$ cat src/rtl/lc3_ram.sv
// ----------------------------------------------------------------------------
// lc3_ram
// Generic simple dual-port RAM: one write port, one read port with a
// registered read that holds its data while the read enable is low.
// ----------------------------------------------------------------------------
module lc3_ram #(
  parameter int unsigned Width = 16,
  parameter int unsigned Depth = 8,
  localparam int unsigned AddrW = $clog2(Depth)
) (
  input  logic             clk_i,
  input  logic             we_i,
  input  logic [AddrW-1:0] waddr_i,
  input  logic [Width-1:0] wdata_i,
  input  logic             re_i,
  input  logic [AddrW-1:0] raddr_i,
  output logic [Width-1:0] rdata_o
);

  logic [Width-1:0] mem_q [Depth];
  logic [Width-1:0] rdata_q;

  always_ff @(posedge clk_i) begin
    if (we_i) begin
      mem_q[waddr_i] <= wdata_i;
    end
    if (re_i) begin
      rdata_q <= mem_q[raddr_i];
    end
  end

  assign rdata_o = rdata_q;

endmodule

$ cat config.mk
export PLATFORM = sky130hd
export DESIGN_NAME = lc3_ram
export DESIGN_NICKNAME = d
export VERILOG_FILES = /design/src/rtl/lc3_ram.sv
export SDC_FILE = /design/constraint.sdc
export NUM_CORES = 1
export LEC_CHECK = 0
export CAP_MARGIN = 20
export CORE_ASPECT_RATIO = 1.5
export CORE_MARGIN = 2
export CORE_UTILIZATION = 65
export CTS_CLUSTER_DIAMETER = 40
export CTS_CLUSTER_SIZE = 8
export DETAILED_ROUTE_END_ITERATION = 7
export DONT_BUFFER_PORTS = 1
export PLACE_DENSITY = 0.84
export SLEW_MARGIN = 20
export SYNTH_ARGS = -nofsm -noshare
export SYNTH_HDL_FRONTEND = slang
export SYNTH_SLANG_ARGS = --single-unit
$ cat constraint.sdc
create_clock -name clk_i -period 4.4 [get_ports clk_i]
set_clock_uncertainty 0.15 [all_clocks]
set_input_delay 0.44 -clock clk_i [delete_from_list [all_inputs] [get_ports clk_i]]
set_output_delay 0.44 -clock clk_i [all_outputs]
set_load 0.01 [all_outputs]
### Yosys cells after proc, flatten, opt, wreduce, memory -nomap -nowiden

Memory sizes are Yosys's and may differ from the RTL's. A register that Yosys moved wholly into a read port is not among the register bits.
Index checks and enable logic that the tools add are counted.

* bits in registers: 0
* word-level logic and storage cells: 3
* memories kept: 1
* RAM bits: 128
* input bits: 25

Memories
* mem_q: depth 8, bits a word 16, rd ports 1, clocked after Yosys merged registers in 1, write ports 1, RTL line 20 `logic [Width-1:0] mem_q [Depth];`

* muxes and demuxes: 2

Operators with widths (count)
* 1-bit two-way mux: 2

### Depth between registers and ports, before layout

* depth after elaboration: 2
* depth in mapped cells: 4

### Least setup slack after synthesis

No wires, ideal clock.

* path kind: input-to-reg
* start: input port waddr_i[2]
* end: memory mem_q[0][0], enable pin
* arrival time: 1.753 ns
* stages: 2
* slack: 2.087 ns
* cell sequence: nand2b_1 -> nor3_1

RTL lines
* start, declared: RTL line 13 `input logic [AddrW-1:0] waddr_i,`
* end, declared: RTL line 20

No word-level cell before the write port.

### Worst setup path in the final report

* start: input port re_i
* end: register rdata_q[0] (netlist: rdata_o[0]), read port of mem_q, enable pin

RTL lines
* start, declared: RTL line 15 `input logic re_i,`
* end, declared: RTL line 21 `logic [Width-1:0] rdata_q;`

No word-level cell between the ends.

==> results.yml <==
synth:
  yosys_warnings: 0
  netlist_top_cells_area: "edfxtp_1 79%, mux4_1 13%, mux2_2 3.3%"
  yosysTopAreaCell: "edfxtp_1"
  yosysSeqAreaShare: 0.793
  yosys-top-cells-count: "144 x edfxtp_1, 28 x mux4_1, 16 x mux2_2, 6 x nor2_1"
  synth_top_area_share: 0.793
  synth_cell_types: 11
  synthArstFlopShare: 0
  syn_nets: 239
  synth.avg_cell_area_um2: 25.5
  syn_inst: 214
  synth_edf_count: 144
  yosysMostFrequentCell: "edfxtp_1"
  synth_area_um2: 5450
  synth_ff_type: "edfxtp_1"
  synth-seq-cells: 144
global_routing:
  overflow: 0
  grt_usage: 0.249
  grt_max_degree: 33
  grt_pass1_wl_um: 15200
  antenna_found_initial: 1
  grt_pass1_vias: 2584
clock_tree:
  cts_tree: "done"
  htree_levels: 4
  clkTransAtPathRegs_ns: 0.05
  cts_buffer_depth: 2
  clock_latency_ns: 0.42
  clock-sinks: 144
  numCtsBuffers: 17
  post_cts_buffers: 0
  ctsRootBufferMaster: "clkbuf_16"
worst_setup_path:
  crit_required_ns: 4.27
  worstPathMaxFanout: 16
  critPathBufInv: 1
  start_kind: "primary input"
  critPathTopFamily: "buffers and inverters"
  path_depth: 1
  path_class: "primary input to register"
  path_cells: "dlygate4sd3_1"
  r2r_slack_ns: 2.75
  max_stage_delay_ns: 1.19
  reg2reg_from: "mem_q[6][4]"
  cp-end-kind: "register"
  endpoint: "rdata_o[0]"
  critPathLaunch: "re_i"
  cp.arrival_ns: 1.63
  rr_endpoint: "rdata_o[4]"
  r2r_cells: 2
  cp_slowest_cell: "dlygate4sd3_1"
detailed_routing:
  wire_per_inst_um: 27.9
  drc: 0
  drtAntennaViolNets: 0
  vias_per_cell: 6.42
  wl_um: 10200
  dr.pass1.iters: 4
  num_vias: 2349
  drt_iter0_drc: 248
timing:
  maxSlewViolCount: 0
  fmax_mhz: 567
  relSlewSlack: 0.338
  finalSetupViolCount: 0
  period_minus_slack_ns: 1.76
  tns_ns: 0
  rsz0062_at_grt: "no"
  tightest_slew_ns: 0.989
  fin_crit_sh: 0.401
  finalHoldViolCount: 0
  layout_setup_ws_ns: 2.64
power_and_ir_drop:
  power.switching_uw: 569
  power_mw: 2.96
  power.leakage_nw: 2.09
  pwr-share-seq: 0.537
  switching_share: 0.192
  power_density_nw_per_um2: 472
  comb_power_share: 0.038
  vdd_drop_max_v: 0.000476
  clockPowerShare: 0.425
  intPower_mw: 2.39
place:
  post-place-ws_ns: 2.25
  port_buffers: 0
  dpl_cell_area_um2: 5590
  hpwl_um: 5050
  place_congestion: 0.756
floorplan:
  dieArea_um2: 9150
  die_h_um: 116
  dieWidth_um: 78.8
  pin_count: 41
  start_util: 0.677
  std_cell_rows: 40
  core-area_um2: 8060
layout:
  final_nets: 273
  final_area_um2: 6270
  fin_util: 0.778
  area_growth_pct: 15.0
  final_layout_size_suffix_gt1_frac: 0.208
hold_path:
  whs_path_depth: 1
  worstHoldPathType: "primary input to register"
outcome:
  status: "completed"
job:
  cap_violations: 0
==> state kept, by name (all words and copies together) (netlist names) <==
register,cells
rdata_o,16
mem_q,128
==> placed cells by master (no fill, tap or decap), drive strengths merged <==
cell type	n
buf	7
bufinv	1
clkbuf	21
clkinv	9
diode	1
dlygate4sd3	17
edfxtp	144
mux2	16
mux4	32
nand2	2
nand2b	3
nor2	6
nor3	2
==> through the flow <==
stage,hold WS (ns),cells
floorplan,0.389,214
global placement,0.389,317
detailed placement,0.389,317
CTS,0.0935,365
global route,0.0925,366
finish,0.107,366
==> what timing repair did <==
action,4_1_cts,5_1_grt
hold buffers,17,0
gates resized for setup,0,0
endpoints found under the hold margin,144,0
endpoints found under the setup margin,0,0
==> worst reg2reg max path, delay by kind of cell (launching register included) <==
| family | cells | cell delay [ns] |
|---|---|---|
| DFF | 1 | 0.40 |
| muxes | 2 | 0.84 |
==> worst min-delay path by stage <==
stage	from	end	slack, ns
after CTS	raddr_i[1]	rdata_o[3]	0.09
after global routing	raddr_i[1]	rdata_o[1]	0.09
after global placement	wdata_i[8]	mem_q[3][8]	0.39
final	raddr_i[1]	rdata_o[3]	0.11
after floorplan	wdata_i[0]	mem_q[0][0]	0.39
after detailed placement	wdata_i[2]	mem_q[7][2]	0.39
==> metal layers <==
metal  GRT usage  share of wire  vias up
met5           0              0        -
met2       0.397           0.54      110
met3      0.0873          0.077       19
li1            -              -     1006
met1       0.311           0.36     1214
met4       0.120          0.021        0
==> cell type report <==
cell class	count	area, µm²
tap	105	131
antenna	1	2.50
clock inverter	10	71.3
clock buffer	21	440
sequential	144	4320
multi-input combinational	61	1080
fill	393	1790
timing repair buffer	24	223
==> power by group through the flow <==
stage	clock, mW	sequential, mW	combinational [mW]
after floorplan	0	1.61	0.0780
after global placement	0	1.61	0.0764
after detailed placement	0	1.62	0.0795
after CTS	1.27	1.59	0.112
after global routing	1.33	1.59	0.120
final	1.26	1.59	0.112
==> kinds of logic after synthesis <==
group                  synth area share
multiplexers                      0.184
buffers and inverters            0.0119
AND/OR/NAND/NOR                  0.0108
flip-flops                        0.793
Note: power is estimated with default switching activity, not from simulation.
